--- src/rtl/md5_pkg.sv ---
// Shared types, constants and round helper functions for the MD5 core.
// No dependencies; imported by the controller, the datapath and the top level.
`default_nettype none

package md5_pkg;

  // Source of the byte written into the block buffer.
  typedef enum logic [1:0] {
    BSRC_DATA = 2'd0,
    BSRC_PAD  = 2'd1,
    BSRC_ZERO = 2'd2
  } byte_src_e;

  // Commands from the controller to the datapath.
  typedef struct packed {
    logic      wr_byte;
    byte_src_e byte_src;
    logic      cnt_add;
    logic      wr_len;
    logic      comp_start;
    logic      comp_round;
    logic      comp_fin;
    logic      dig_load;
  } md5_cmd_t;

  // Status from the datapath to the controller.
  typedef struct packed {
    logic pos_wrap;
    logic pos_len;
    logic round_last;
    logic out_busy;
  } md5_sts_t;

  localparam logic [7:0]  PAD_BYTE     = 8'h80;
  localparam logic [5:0]  POS_LAST     = 6'd63;
  localparam logic [5:0]  PAD_END_POS  = 6'd56;
  localparam logic [5:0]  ROUND_LAST   = 6'd63;
  localparam logic [3:0]  LEN_LO_IDX   = 4'd14;
  localparam logic [3:0]  LEN_HI_IDX   = 4'd15;
  localparam logic [63:0] BIT_STEP     = 64'd8;

  localparam logic [31:0] CHAIN_INIT [4] = '{
    32'h67452301, 32'hefcdab89, 32'h98badcfe, 32'h10325476
  };

  localparam logic [31:0] ROUND_K [64] = '{
    32'hd76aa478, 32'he8c7b756, 32'h242070db, 32'hc1bdceee,
    32'hf57c0faf, 32'h4787c62a, 32'ha8304613, 32'hfd469501,
    32'h698098d8, 32'h8b44f7af, 32'hffff5bb1, 32'h895cd7be,
    32'h6b901122, 32'hfd987193, 32'ha679438e, 32'h49b40821,
    32'hf61e2562, 32'hc040b340, 32'h265e5a51, 32'he9b6c7aa,
    32'hd62f105d, 32'h02441453, 32'hd8a1e681, 32'he7d3fbc8,
    32'h21e1cde6, 32'hc33707d6, 32'hf4d50d87, 32'h455a14ed,
    32'ha9e3e905, 32'hfcefa3f8, 32'h676f02d9, 32'h8d2a4c8a,
    32'hfffa3942, 32'h8771f681, 32'h6d9d6122, 32'hfde5380c,
    32'ha4beea44, 32'h4bdecfa9, 32'hf6bb4b60, 32'hbebfbc70,
    32'h289b7ec6, 32'heaa127fa, 32'hd4ef3085, 32'h04881d05,
    32'hd9d4d039, 32'he6db99e5, 32'h1fa27cf8, 32'hc4ac5665,
    32'hf4292244, 32'h432aff97, 32'hab9423a7, 32'hfc93a039,
    32'h655b59c3, 32'h8f0ccc92, 32'hffeff47d, 32'h85845dd1,
    32'h6fa87e4f, 32'hfe2ce6e0, 32'ha3014314, 32'h4e0811a1,
    32'hf7537e82, 32'hbd3af235, 32'h2ad7d2bb, 32'heb86d391
  };

  // Message word used by a given round.
  function automatic logic [3:0] msg_index(input logic [5:0] rnd);
    logic [3:0] r4;
    logic [3:0] idx;
    r4 = rnd[3:0];
    unique case (rnd[5:4])
      2'd0:    idx = r4;
      2'd1:    idx = 4'(r4 * 4'd5 + 4'd1);
      2'd2:    idx = 4'(r4 * 4'd3 + 4'd5);
      default: idx = 4'(r4 * 4'd7);
    endcase
    return idx;
  endfunction

  // Left rotate amount for a given round.
  function automatic logic [4:0] rot_amount(input logic [5:0] rnd);
    logic [4:0] s;
    unique case ({rnd[5:4], rnd[1:0]})
      4'h0: s = 5'd7;   4'h1: s = 5'd12;  4'h2: s = 5'd17;  4'h3: s = 5'd22;
      4'h4: s = 5'd5;   4'h5: s = 5'd9;   4'h6: s = 5'd14;  4'h7: s = 5'd20;
      4'h8: s = 5'd4;   4'h9: s = 5'd11;  4'ha: s = 5'd16;  4'hb: s = 5'd23;
      4'hc: s = 5'd6;   4'hd: s = 5'd10;  4'he: s = 5'd15;  default: s = 5'd21;
    endcase
    return s;
  endfunction

endpackage

`default_nettype wire

--- src/rtl/md5_ctrl.sv ---
// Sequencer for the MD5 core: byte intake, padding, compression and digest hand-off.
// Depends on md5_pkg for the command and status structs.
`default_nettype none

module md5_ctrl import md5_pkg::*; (
  input  wire logic     clk_i,
  input  wire logic     rst_ni,
  input  wire logic     in_valid_i,
  output logic          in_ready_o,
  input  wire logic     byte_present_i,
  input  wire logic     end_of_message_i,
  input  wire md5_sts_t sts_i,
  output md5_cmd_t      cmd_o
);

  localparam logic [2:0] S_IDLE  = 3'd0;
  localparam logic [2:0] S_PAD80 = 3'd1;
  localparam logic [2:0] S_PADZ  = 3'd2;
  localparam logic [2:0] S_COMP  = 3'd3;
  localparam logic [2:0] S_FEED  = 3'd4;
  localparam logic [2:0] S_DONE  = 3'd5;

  logic [2:0] state_q, state_d;
  logic [2:0] ret_q, ret_d;

  // Requests are taken only while waiting for input.
  assign in_ready_o = (state_q == S_IDLE);

  // Next state and datapath commands.
  always_comb begin
    state_d = state_q;
    ret_d   = ret_q;
    cmd_o   = '0;
    unique case (state_q)
      S_IDLE: begin
        if (in_valid_i) begin
          if (byte_present_i) begin
            cmd_o.wr_byte  = 1'b1;
            cmd_o.byte_src = BSRC_DATA;
            cmd_o.cnt_add  = 1'b1;
          end
          if (byte_present_i && sts_i.pos_wrap) begin
            cmd_o.comp_start = 1'b1;
            state_d          = S_COMP;
            ret_d            = end_of_message_i ? S_PAD80 : S_IDLE;
          end else if (end_of_message_i) begin
            state_d = S_PAD80;
          end
        end
      end
      S_PAD80: begin
        cmd_o.wr_byte  = 1'b1;
        cmd_o.byte_src = BSRC_PAD;
        if (sts_i.pos_wrap) begin
          cmd_o.comp_start = 1'b1;
          state_d          = S_COMP;
          ret_d            = S_PADZ;
        end else begin
          state_d = S_PADZ;
        end
      end
      S_PADZ: begin
        if (sts_i.pos_len) begin
          // Length words go in and the final block is compressed.
          cmd_o.wr_len     = 1'b1;
          cmd_o.comp_start = 1'b1;
          state_d          = S_COMP;
          ret_d            = S_DONE;
        end else begin
          cmd_o.wr_byte  = 1'b1;
          cmd_o.byte_src = BSRC_ZERO;
          if (sts_i.pos_wrap) begin
            cmd_o.comp_start = 1'b1;
            state_d          = S_COMP;
            ret_d            = S_PADZ;
          end
        end
      end
      S_COMP: begin
        cmd_o.comp_round = 1'b1;
        if (sts_i.round_last) begin
          state_d = S_FEED;
        end
      end
      S_FEED: begin
        cmd_o.comp_fin = 1'b1;
        state_d        = ret_q;
      end
      S_DONE: begin
        // Wait until the previous digest has been fully taken.
        if (!sts_i.out_busy) begin
          cmd_o.dig_load = 1'b1;
          state_d        = S_IDLE;
        end
      end
      default: begin
        state_d = S_IDLE;
      end
    endcase
  end

  // State registers.
  always_ff @(posedge clk_i or negedge rst_ni) begin
    if (!rst_ni) begin
      state_q <= S_IDLE;
      ret_q   <= S_IDLE;
    end else begin
      state_q <= state_d;
      ret_q   <= ret_d;
    end
  end

endmodule

`default_nettype wire

--- src/rtl/md5_dp.sv ---
// Datapath for the MD5 core: block buffer, length counter, round unit,
// chaining state and the digest output register. Depends on md5_pkg.
`default_nettype none

module md5_dp import md5_pkg::*; (
  input  wire logic        clk_i,
  input  wire logic        rst_ni,
  input  wire md5_cmd_t    cmd_i,
  output md5_sts_t         sts_o,
  input  wire logic [7:0]  data_byte_i,
  output logic             out_valid_o,
  input  wire logic        out_ready_i,
  output logic [31:0]      digest_word_o,
  output logic [1:0]       word_number_o,
  output logic             last_word_o
);

  logic [31:0] buf_q [16];
  logic [31:0] chain_q [4];
  logic [31:0] work_q [4];
  logic [31:0] dig_q [4];
  logic [5:0]  pos_q;
  logic [63:0] bitcnt_q;
  logic [5:0]  round_q;
  logic [1:0]  out_cnt_q;
  logic        out_busy_q;

  logic [7:0]  wbyte;
  logic [31:0] f_val;
  logic [31:0] t_val;
  logic [63:0] rot_dbl;
  logic [31:0] b_new;
  logic        out_take;

  // Byte to be written into the buffer.
  always_comb begin
    unique case (cmd_i.byte_src)
      BSRC_DATA: wbyte = data_byte_i;
      BSRC_PAD:  wbyte = PAD_BYTE;
      BSRC_ZERO: wbyte = '0;
      default:   wbyte = '0;
    endcase
  end

  // Round function, one round per cycle.
  always_comb begin
    unique case (round_q[5:4])
      2'd0:    f_val = (work_q[1] & work_q[2]) | (~work_q[1] & work_q[3]);
      2'd1:    f_val = (work_q[1] & work_q[3]) | (work_q[2] & ~work_q[3]);
      2'd2:    f_val = work_q[1] ^ work_q[2] ^ work_q[3];
      default: f_val = work_q[2] ^ (work_q[1] | ~work_q[3]);
    endcase
    t_val   = work_q[0] + f_val + ROUND_K[round_q] + buf_q[msg_index(round_q)];
    rot_dbl = {t_val, t_val} << rot_amount(round_q);
    b_new   = work_q[1] + rot_dbl[63:32];
  end

  // Status back to the controller.
  assign sts_o.pos_wrap   = (pos_q == POS_LAST);
  assign sts_o.pos_len    = (pos_q == PAD_END_POS);
  assign sts_o.round_last = (round_q == ROUND_LAST);
  assign sts_o.out_busy   = out_busy_q;

  // Block buffer: byte writes and length words.
  always_ff @(posedge clk_i) begin
    if (cmd_i.wr_byte) begin
      buf_q[pos_q[5:2]][{pos_q[1:0], 3'b000} +: 8] <= wbyte;
    end
    if (cmd_i.wr_len) begin
      buf_q[LEN_LO_IDX] <= bitcnt_q[31:0];
      buf_q[LEN_HI_IDX] <= bitcnt_q[63:32];
    end
  end

  // Working variables.
  always_ff @(posedge clk_i) begin
    if (cmd_i.comp_start) begin
      work_q <= chain_q;
    end else if (cmd_i.comp_round) begin
      work_q[0] <= work_q[3];
      work_q[1] <= b_new;
      work_q[2] <= work_q[1];
      work_q[3] <= work_q[2];
    end
  end

  // Digest holding register, loaded when a message finishes.
  always_ff @(posedge clk_i) begin
    if (cmd_i.dig_load) begin
      dig_q <= chain_q;
    end
  end

  // Position, length, round and chaining state.
  always_ff @(posedge clk_i or negedge rst_ni) begin
    if (!rst_ni) begin
      pos_q    <= '0;
      bitcnt_q <= '0;
      round_q  <= '0;
      chain_q  <= CHAIN_INIT;
    end else begin
      if (cmd_i.dig_load) begin
        pos_q    <= '0;
        bitcnt_q <= '0;
        chain_q  <= CHAIN_INIT;
      end else begin
        if (cmd_i.wr_byte) begin
          pos_q <= pos_q + 6'd1;
        end
        if (cmd_i.cnt_add) begin
          bitcnt_q <= bitcnt_q + BIT_STEP;
        end
        if (cmd_i.comp_fin) begin
          for (int i = 0; i < 4; i++) begin
            chain_q[i] <= chain_q[i] + work_q[i];
          end
        end
      end
      if (cmd_i.comp_start) begin
        round_q <= '0;
      end else if (cmd_i.comp_round) begin
        round_q <= round_q + 6'd1;
      end
    end
  end

  // Output stage: four digest words, A first.
  assign out_take = out_busy_q && out_ready_i;

  always_ff @(posedge clk_i or negedge rst_ni) begin
    if (!rst_ni) begin
      out_busy_q <= 1'b0;
      out_cnt_q  <= '0;
    end else if (cmd_i.dig_load) begin
      out_busy_q <= 1'b1;
      out_cnt_q  <= '0;
    end else if (out_take) begin
      out_cnt_q <= out_cnt_q + 2'd1;
      if (out_cnt_q == 2'd3) begin
        out_busy_q <= 1'b0;
      end
    end
  end

  assign out_valid_o   = out_busy_q;
  assign digest_word_o = dig_q[out_cnt_q];
  assign word_number_o = out_cnt_q;
  assign last_word_o   = (out_cnt_q == 2'd3);

endmodule

`default_nettype wire

--- src/rtl/md5_stream_hash_core.sv ---
// MD5 stream hash core: byte input channel, digest word output channel.
// The block accepts one request per message byte on the input channel
// (data_byte_i, byte_present_i, end_of_message_i) with valid/ready.
// Bytes are packed little-endian into a 16-word buffer; a byte that
// completes a 64-byte block starts a compression (the byte write, 64
// rounds of the single round unit, then the feed-forward add), and no
// further request is taken until that compression has finished.
// An end-of-message request pads one byte per cycle, pausing for any
// block compression, up to byte 56, writes the length, and compresses
// one or two blocks before the digest is loaded for output.
// The digest leaves as four requests A, B, C, D (word_number 0..3,
// last_word on D) from a holding register, so the next message is
// accepted while the receiver still drains the previous digest; a
// second finish waits only if the old digest is not yet fully taken.
// A stalled receiver holds the current word steady.
// Reset restores the standard chaining values and an empty message.
// Depends on md5_pkg, md5_ctrl and md5_dp.
`default_nettype none

module md5_stream_hash_core import md5_pkg::*; (
  input  wire logic        clk_i,
  input  wire logic        rst_ni,
  input  wire logic        in_valid_i,
  output logic             in_ready_o,
  input  wire logic [7:0]  data_byte_i,
  input  wire logic        byte_present_i,
  input  wire logic        end_of_message_i,
  output logic             out_valid_o,
  input  wire logic        out_ready_i,
  output logic [31:0]      digest_word_o,
  output logic [1:0]       word_number_o,
  output logic             last_word_o
);

  md5_cmd_t cmd;
  md5_sts_t sts;

  // Sequencer.
  md5_ctrl u_ctrl (
    .clk_i            (clk_i),
    .rst_ni           (rst_ni),
    .in_valid_i       (in_valid_i),
    .in_ready_o       (in_ready_o),
    .byte_present_i   (byte_present_i),
    .end_of_message_i (end_of_message_i),
    .sts_i            (sts),
    .cmd_o            (cmd)
  );

  // Buffer, round unit and output stage.
  md5_dp u_dp (
    .clk_i         (clk_i),
    .rst_ni        (rst_ni),
    .cmd_i         (cmd),
    .sts_o         (sts),
    .data_byte_i   (data_byte_i),
    .out_valid_o   (out_valid_o),
    .out_ready_i   (out_ready_i),
    .digest_word_o (digest_word_o),
    .word_number_o (word_number_o),
    .last_word_o   (last_word_o)
  );

endmodule

`default_nettype wire

--- config.mk ---
export PLATFORM = sky130hd
export DESIGN_NAME = md5_stream_hash_core
export DESIGN_NICKNAME = d
export VERILOG_FILES = /design/src/rtl/md5_pkg.sv /design/src/rtl/md5_ctrl.sv /design/src/rtl/md5_dp.sv /design/src/rtl/md5_stream_hash_core.sv
export SDC_FILE = /design/constraint.sdc
export NUM_CORES = 2
export LEC_CHECK = 0
export ABC_CLOCK_PERIOD_IN_PS = 11500
export CAP_MARGIN = 20
export CORE_ASPECT_RATIO = 0.6
export CORE_UTILIZATION = 55
export CTS_CLUSTER_DIAMETER = 30
export CTS_CLUSTER_SIZE = 24
export DETAILED_ROUTE_END_ITERATION = 10
export DONT_BUFFER_PORTS = 1
export PLACE_DENSITY = 0.74
export SYNTH_ARGS = -nofsm -noshare
export SYNTH_HDL_FRONTEND = slang
export SYNTH_SLANG_ARGS = --single-unit
--- constraint.sdc ---
create_clock -name clk_i -period 11.5 [get_ports clk_i]
set_input_delay 0.575 -clock clk_i [delete_from_list [all_inputs] [get_ports clk_i]]
set_output_delay 0.575 -clock clk_i [all_outputs]
set_load 0.01 [all_outputs]
Word level (Yosys, flattened, before mapping)
Memory sizes are Yosys's and may differ from the RTL's.
Index checks and enable logic that the tools add are counted.
- memories: 3
- output and inout port bits: 37
- bits of input ports: 14
- RAM bits: 512
- logic and storage cells: 154
- memory bits (read-only): 2128
- register bits: 469
- muxes and demuxes: 61
- reduce and logical (&&, ||, !) cells: 16
- bitwise gates (word level): 14
- add/sub/neg operators: 15
- equality and inequality tests: 18
- shift-type cells: 3
- $mul: 3
- order comparisons: 2
- memory list (name ; depth ; width ; rd ports ; clocked after Yosys merged registers in ; write ports ; line ; text):
    (name not given) ; 64 ; 32 ; 1 ; 0 ; 0 ; md5_dp.sv:53 ; t_val = work_q[0] + f_val + ROUND_K[round_q] + buf_q[msg_index(round_q)];
    u_dp.buf_q ; 16 ; 32 ; 1 ; 0 ; 2 ; md5_dp.sv:18 ; logic [31:0] buf_q [16];
    (name not given) ; 16 ; 5 ; 1 ; 0 ; 0 ; md5_pkg.sv:82 ; unique case ({rnd[5:4], rnd[1:0]})
- operators by type and width (operator ; number):
    $mux W128 ; 4
    $add A32 B32 Y32 ; 8
    $mux W32 ; 7
    $and A32 B32 Y32 ; 4
    $mux W64 ; 2
    $or A32 B32 Y32 ; 3
    $pmux W32 S3 ; 1
    $xor A32 B32 Y32 ; 3
    $add A64 B4 Y64 const B ; 1
    $bmux W32 S2 ; 1
    $not A32 Y32 ; 2
    $shl A64 B5 Y64 ; 1
    $mux W3 ; 12
    $reduce_or A32 Y1 ; 1
    $shift A8 B7 Y32 const A ; 1
    $shiftx A8 B7 Y32 ; 1
    $mux W6 ; 4
    $mux W1 ; 19
    $eq A6 B6 Y1 const B ; 3
    $pmux W3 S3 ; 2
    $pmux W3 S6 ; 1
    $pmux W8 S2 ; 1
    $add A6 B1 Y6 const B ; 2
    $mux W4 ; 3
    other kinds (30) ; 45

Logic depth before layout (Yosys ltp)
- depth in word-level cells: 11
- gate-level depth with buffers: 47
- gate-level depth less buffers: 44

Modules after synthesis
From an unflattened synthesis, not the netlist that was laid out.
- cell total of the unflattened synthesis: 5118
- area, all modules: 57802.9 um2
- modules (own cells, without submodules) (module ; area an instance (um2) ; sequential area each (um2) ; instances ; cells an instance):
    md5_dp ; 57286.2 ; 28247.1 ; 1 ; 5053
    md5_ctrl ; 516.7 ; 150.1 ; 1 ; 65

Worst setup path before layout
OpenSTA, ideal clock, no wires.
- path type: register to register
- from: register u_dp.round_q[2]
- to: register u_dp.work_q[94] (netlist name) (data pin)
- library setup time: 269 ps
- slack: 642 ps
- data arrival time: 10589 ps
- cell stages (with the launch flop): 47
- data required time: 11231 ps
- cell sequence: dfrtp_1 > clkbuf_1 > inv_1 > clkbuf_1 > buf_1 > ha_1 > fa_1 > xnor3_1 > o21bai_1 > a222oi_1 > inv_2 > clkbuf_1 > mux2_2 > nand2_1 > o21ai_0 > fa_1 > inv_1 > fa_1 > [11 not listed] > o211ai_1 > o21ai_1 > mux2i_1 > mux2i_1 > ha_1 > fa_1 > a21oi_1 > o21bai_1 > a2111oi_0 > o31ai_1 > a211oi_1 > nor3_1 > o2111ai_1 > a31o_2 > a21oi_1 > a21oi_1 > xor2_1 > o21ai_0
- word-level cells in the longest chain between the ends: 10
- RTL lines (what ; line ; text):
    from (decl) ; md5_dp.sv:24 ; logic [5:0] round_q;
    from (signal assigned) ; md5_dp.sv:122 ; round_q <= round_q + 6'd1;
    parallel branches: the longest is 5 deep, another holds $mem_v2 Z16 W32 ; -- ;
    $add A32 B32 Y32 * ; md5_dp.sv:53 ;
    $shl A64 B5 Y64 * ; md5_dp.sv:54 ; rot_dbl = {t_val, t_val} << rot_amount(round_q);
    $add A32 B32 Y32 * ; md5_dp.sv:55 ; b_new = work_q[1] + rot_dbl[63:32];
    $mux W128 * ; md5_dp.sv:79 ; end else if (cmd_i.comp_round) begin
    $mux W128 * ; md5_dp.sv:77 ; if (cmd_i.comp_start) begin
    to (signal assigned) ; md5_dp.sv:78 ; work_q <= chain_q;
    to (decl) ; md5_dp.sv:20 ; logic [31:0] work_q [4];
Every way passes the cells marked *. The select of a mux whose other input is x is not followed.
A chain may end at the register's enable or synchronous reset.

Worst setup path in the final report
- from: register u_dp.round_q[0]
- to: register u_dp.work_q[92] (netlist name) (data pin)
- word-level cells in the longest chain between the ends: 10
- RTL lines (what ; line):
    parallel branches: the longest is 6 deep, another holds $mem_v2 Z16 W32 ; --
    $shl A64 B5 Y64 * ; md5_dp.sv:54
    $add A32 B32 Y32 * ; md5_dp.sv:55
    $mux W128 * ; md5_dp.sv:79
    $mux W128 * ; md5_dp.sv:77
Marked as above.

==> qor.json <==
{
  "global_route": {
    "groute.usage.overall_pct": 34.87,
    "grt_pass1_vias": 40580,
    "grt_overflow": 0,
    "grt_pass1_wl_um": 269900,
    "number_of_antenna_violations_at_the_first_check_in_global_routing": 9,
    "grt_start_max_net_pins": 211
  },
  "sta": {
    "timing.slew.headroom_pct": 15.79,
    "final_min_period_over_clock_period_pct": 95.13,
    "skew_ps": 57.96,
    "period_needed_ps": 10940,
    "transition_time_of_the_tightest_slew_check_pin_ps": 1259,
    "setup_violations": 0,
    "final_max_slew_viol_count": 0,
    "fin_setup_tns_ps": 0,
    "setup_repair_after_global_routing_missed_its_margin": "no",
    "hold_violations": 0,
    "finalWorstSetupSlack_ps": 559.7,
    "fmaxAchievable_mhz": 91.40
  },
  "final_layout": {
    "multiInputGateArea_mm2": 0.02693,
    "drive_above_1_share_pct": 14.40,
    "num-fill-cells": 7844,
    "instances_no_fill": 6743,
    "register_cell_area_after_layout_mm2": 0.02841,
    "layout.nets": 5537,
    "flow.area_growth_from_synthesis_pct": 12.50
  },
  "detailed_routing": {
    "drt-vias-per-instance": 6.583,
    "route.detailed.drc": 0,
    "detail_route.wirelength_um": 183800,
    "detailroute.via_count": 44390,
    "drt_first_iter_violations": 6766,
    "first_pass_iters": 7,
    "wl_cell_um": 27.26,
    "detail-route-antenna-nets": 0
  },
  "yosys": {
    "synth_area_per_cell_um2": 10.98,
    "yosys.area.top_type": "sky130_fd_sc_hd__edfxtp_1",
    "netlist_top_cells_count": "sky130_fd_sc_hd__edfxtp_1, sky130_fd_sc_hd__nand2_1, sky130_fd_sc_hd__o21ai_0",
    "synth_net_count": 5504,
    "post_synth_inst_count": 5197,
    "synth_top_cells_by_area": "sky130_fd_sc_hd__edfxtp_1, sky130_fd_sc_hd__mux4_2, sky130_fd_sc_hd__dfrtp_1",
    "number_of_unique_standard_cell_types_used_by_synthesis": 87,
    "share_of_the_synthesized_area_in_the_top_cell_type_pct": 40.41,
    "yosys_register_bits": 978,
    "yosysWarningCount": 0,
    "seq_area_frac_synth_pct": 49.76,
    "synth_area_mm2": 0.05707,
    "edff_count_synth": 768,
    "ys_dominant_reg_cell": "sky130_fd_sc_hd__edfxtp_1",
    "async_reset_ff_share_pct": 21.47,
    "post-synth-top-count-cell": "sky130_fd_sc_hd__edfxtp_1"
  },
  "clocking": {
    "clk_root_buffer_cell": "sky130_fd_sc_hd__clkbuf_16",
    "cts.htree.levels": 4,
    "cts_tree": "yes",
    "cts_num_sinks": 978,
    "clkTransAtPathRegs_ps": 60,
    "tritoncts.num_buffers": 137,
    "clk_buf_depth": 3,
    "clkLatencyLatePin_ps": 800
  },
  "setup_path": {
    "cp_data_arrival_time_ps": 11430,
    "crit_family": "compound AO/OA/AOI/OAI gates",
    "cpPeakStageDelay_ps": 590,
    "worst-endpoint-required_ps": 11990,
    "critPathLaunchType": "flop",
    "cp_max_fo": 17,
    "critical_path_buf_inv_count": 10,
    "crit_path_frequent_cell": "sky130_fd_sc_hd__buf_4",
    "worstSetupEndpointType": "flop",
    "class_of_the_most_critical_setup_path": "reg -> reg",
    "slowest_cp_cell": "sky130_fd_sc_hd__fa_1"
  },
  "hold_path": {
    "hold_path_class": "in -> reg"
  },
  "floorplan": {
    "die_h_um": 251.5,
    "fp-row-count": 91,
    "fp.coreArea_mm2": 0.1028,
    "die-area_mm2": 0.1051,
    "pin_count": 51,
    "die_w_um": 417.9,
    "floorplan.initialDensity_pct": 55.51
  },
  "run": {
    "max_cap_violations": 0
  },
  "placed_design": {
    "port-buffer-count": 0,
    "dpl.cell_count": 6465,
    "hpwlAfterDp_um": 131600,
    "pre_cts_slack_ps": 210.9,
    "globalplace.congestion": 1.072
  },
  "run_status": {
    "status": "complete, no violations"
  }
}
==> logic make-up after synthesis <==
logic type                 synth area share, %
and+or+nand+nor                          12.07
xor gates and xnor gates                 4.016
AOI/OAI and AO/OA                        14.06
DFF                                      49.76
buffers and inverters                    3.262
adders and majority gates                7.331
muxes                                    9.499
==> metrics by stage <==
step                area, um2  utilization, %  hold WS [ps]
finish                  64200           62.45         49.46
global route            64200           62.44         36.36
CTS                     63990           62.24         13.36
detailed placement      59010           57.40         287.7
global placement        58980           57.36         289.5
floorplan               57070               -         279.4
==> area by class of cell <==
class	count	area share, %
clock inverter	105	2.079
multi-input combinational	3728	41.94
inverter	223	1.335
antenna	2	0.007795
timing repair buffer	162	2.151
sequential	978	44.25
clock buffer	150	5.509
tap	1395	2.719
==> state kept, by name, summed over array words and instances, names as in the netlist <==
name and cells:
u_ctrl.ret_q 3, u_ctrl.state_q 3, u_dp.bitcnt_q 61, u_dp.buf_q 512, u_dp.chain_q 128, u_dp.dig_q 128
u_dp.out_valid_o 1, u_dp.pos_q 6, u_dp.round_q 6, u_dp.word_number_o 2, u_dp.work_q 128
==> metal layers <==
metal,share of wire (%),global-route usage (%),vias up
li1,-,-,19280
met1,44,54.91,21970
met2,38,44.07,2896
met3,16,14.05,243
met4,1.7,7.316,4
met5,0.082,0.9620,-
==> final timing paths <==
kind / depth (start not counted) / start / to / slack [ps]
setup / recovery: 47 / u_dp.round_q[0]$_DFFE_PN0P_ / u_dp.work_q[92]$_DFFE_PP_ / 560
hold / removal: 2 / end_of_message_i / u_ctrl.ret_q[0]$_DFFE_PN0P_ / 50
setup reg to reg: 47 / u_dp.round_q[0]$_DFFE_PN0P_ / u_dp.work_q[92]$_DFFE_PP_ / 560
hold reg to reg: 2 / u_ctrl.ret_q[2]$_DFFE_PN0P_ / u_ctrl.ret_q[2]$_DFFE_PN0P_ / 490
max in group asynchronous: 3 / rst_ni / u_dp.bitcnt_q[20]$_DFFE_PN0P_ / 9850
min in group asynchronous: 2 / rst_ni / u_dp.chain_q[0]$_DFFE_PN0P_ / 490
==> placed cells by master (no fill, tap or decap), types with 127 or more instances in the layout <==
master	count
sky130_fd_sc_hd__mux4_2	164
sky130_fd_sc_hd__dfrtp_1	139
sky130_fd_sc_hd__nor2_1	355
sky130_fd_sc_hd__clkbuf_16	137
sky130_fd_sc_hd__o21ai_0	395
sky130_fd_sc_hd__buf_4	138
sky130_fd_sc_hd__ha_1	224
sky130_fd_sc_hd__a21oi_1	306
sky130_fd_sc_hd__nand3_1	133
sky130_fd_sc_hd__edfxtp_1	768
sky130_fd_sc_hd__a21o_1	127
sky130_fd_sc_hd__xnor2_1	128
sky130_fd_sc_hd__inv_1	218
sky130_fd_sc_hd__nand2_1	698
==> timing repair <==
action                                  4_1_cts  5_1_grt
buffers inserted                              0        5
endpoints found under the setup margin        0       17
gates resized for setup                       0       23
hold endpoints to repair                    223        0
hold buffers                                  9        0
==> worst register-to-register path: cells and delay by family, from the launching register on <==
| family | cells | cell delay, ps |
|---|---|---|
| DFF | 1 | 450 |
| adders and majority gates | 7 | 2890 |
| xor gates and xnor gates | 3 | 760 |
| and+or+nand+nor | 4 | 310 |
| muxes | 4 | 770 |
| AOI/OAI and AO/OA | 19 | 4120 |
| buffers and inverters | 10 | 1330 |
Power is left out: the tool's default activity adds up to more than one toggle a clock period on the data nets, which glitch-free logic cannot reach.
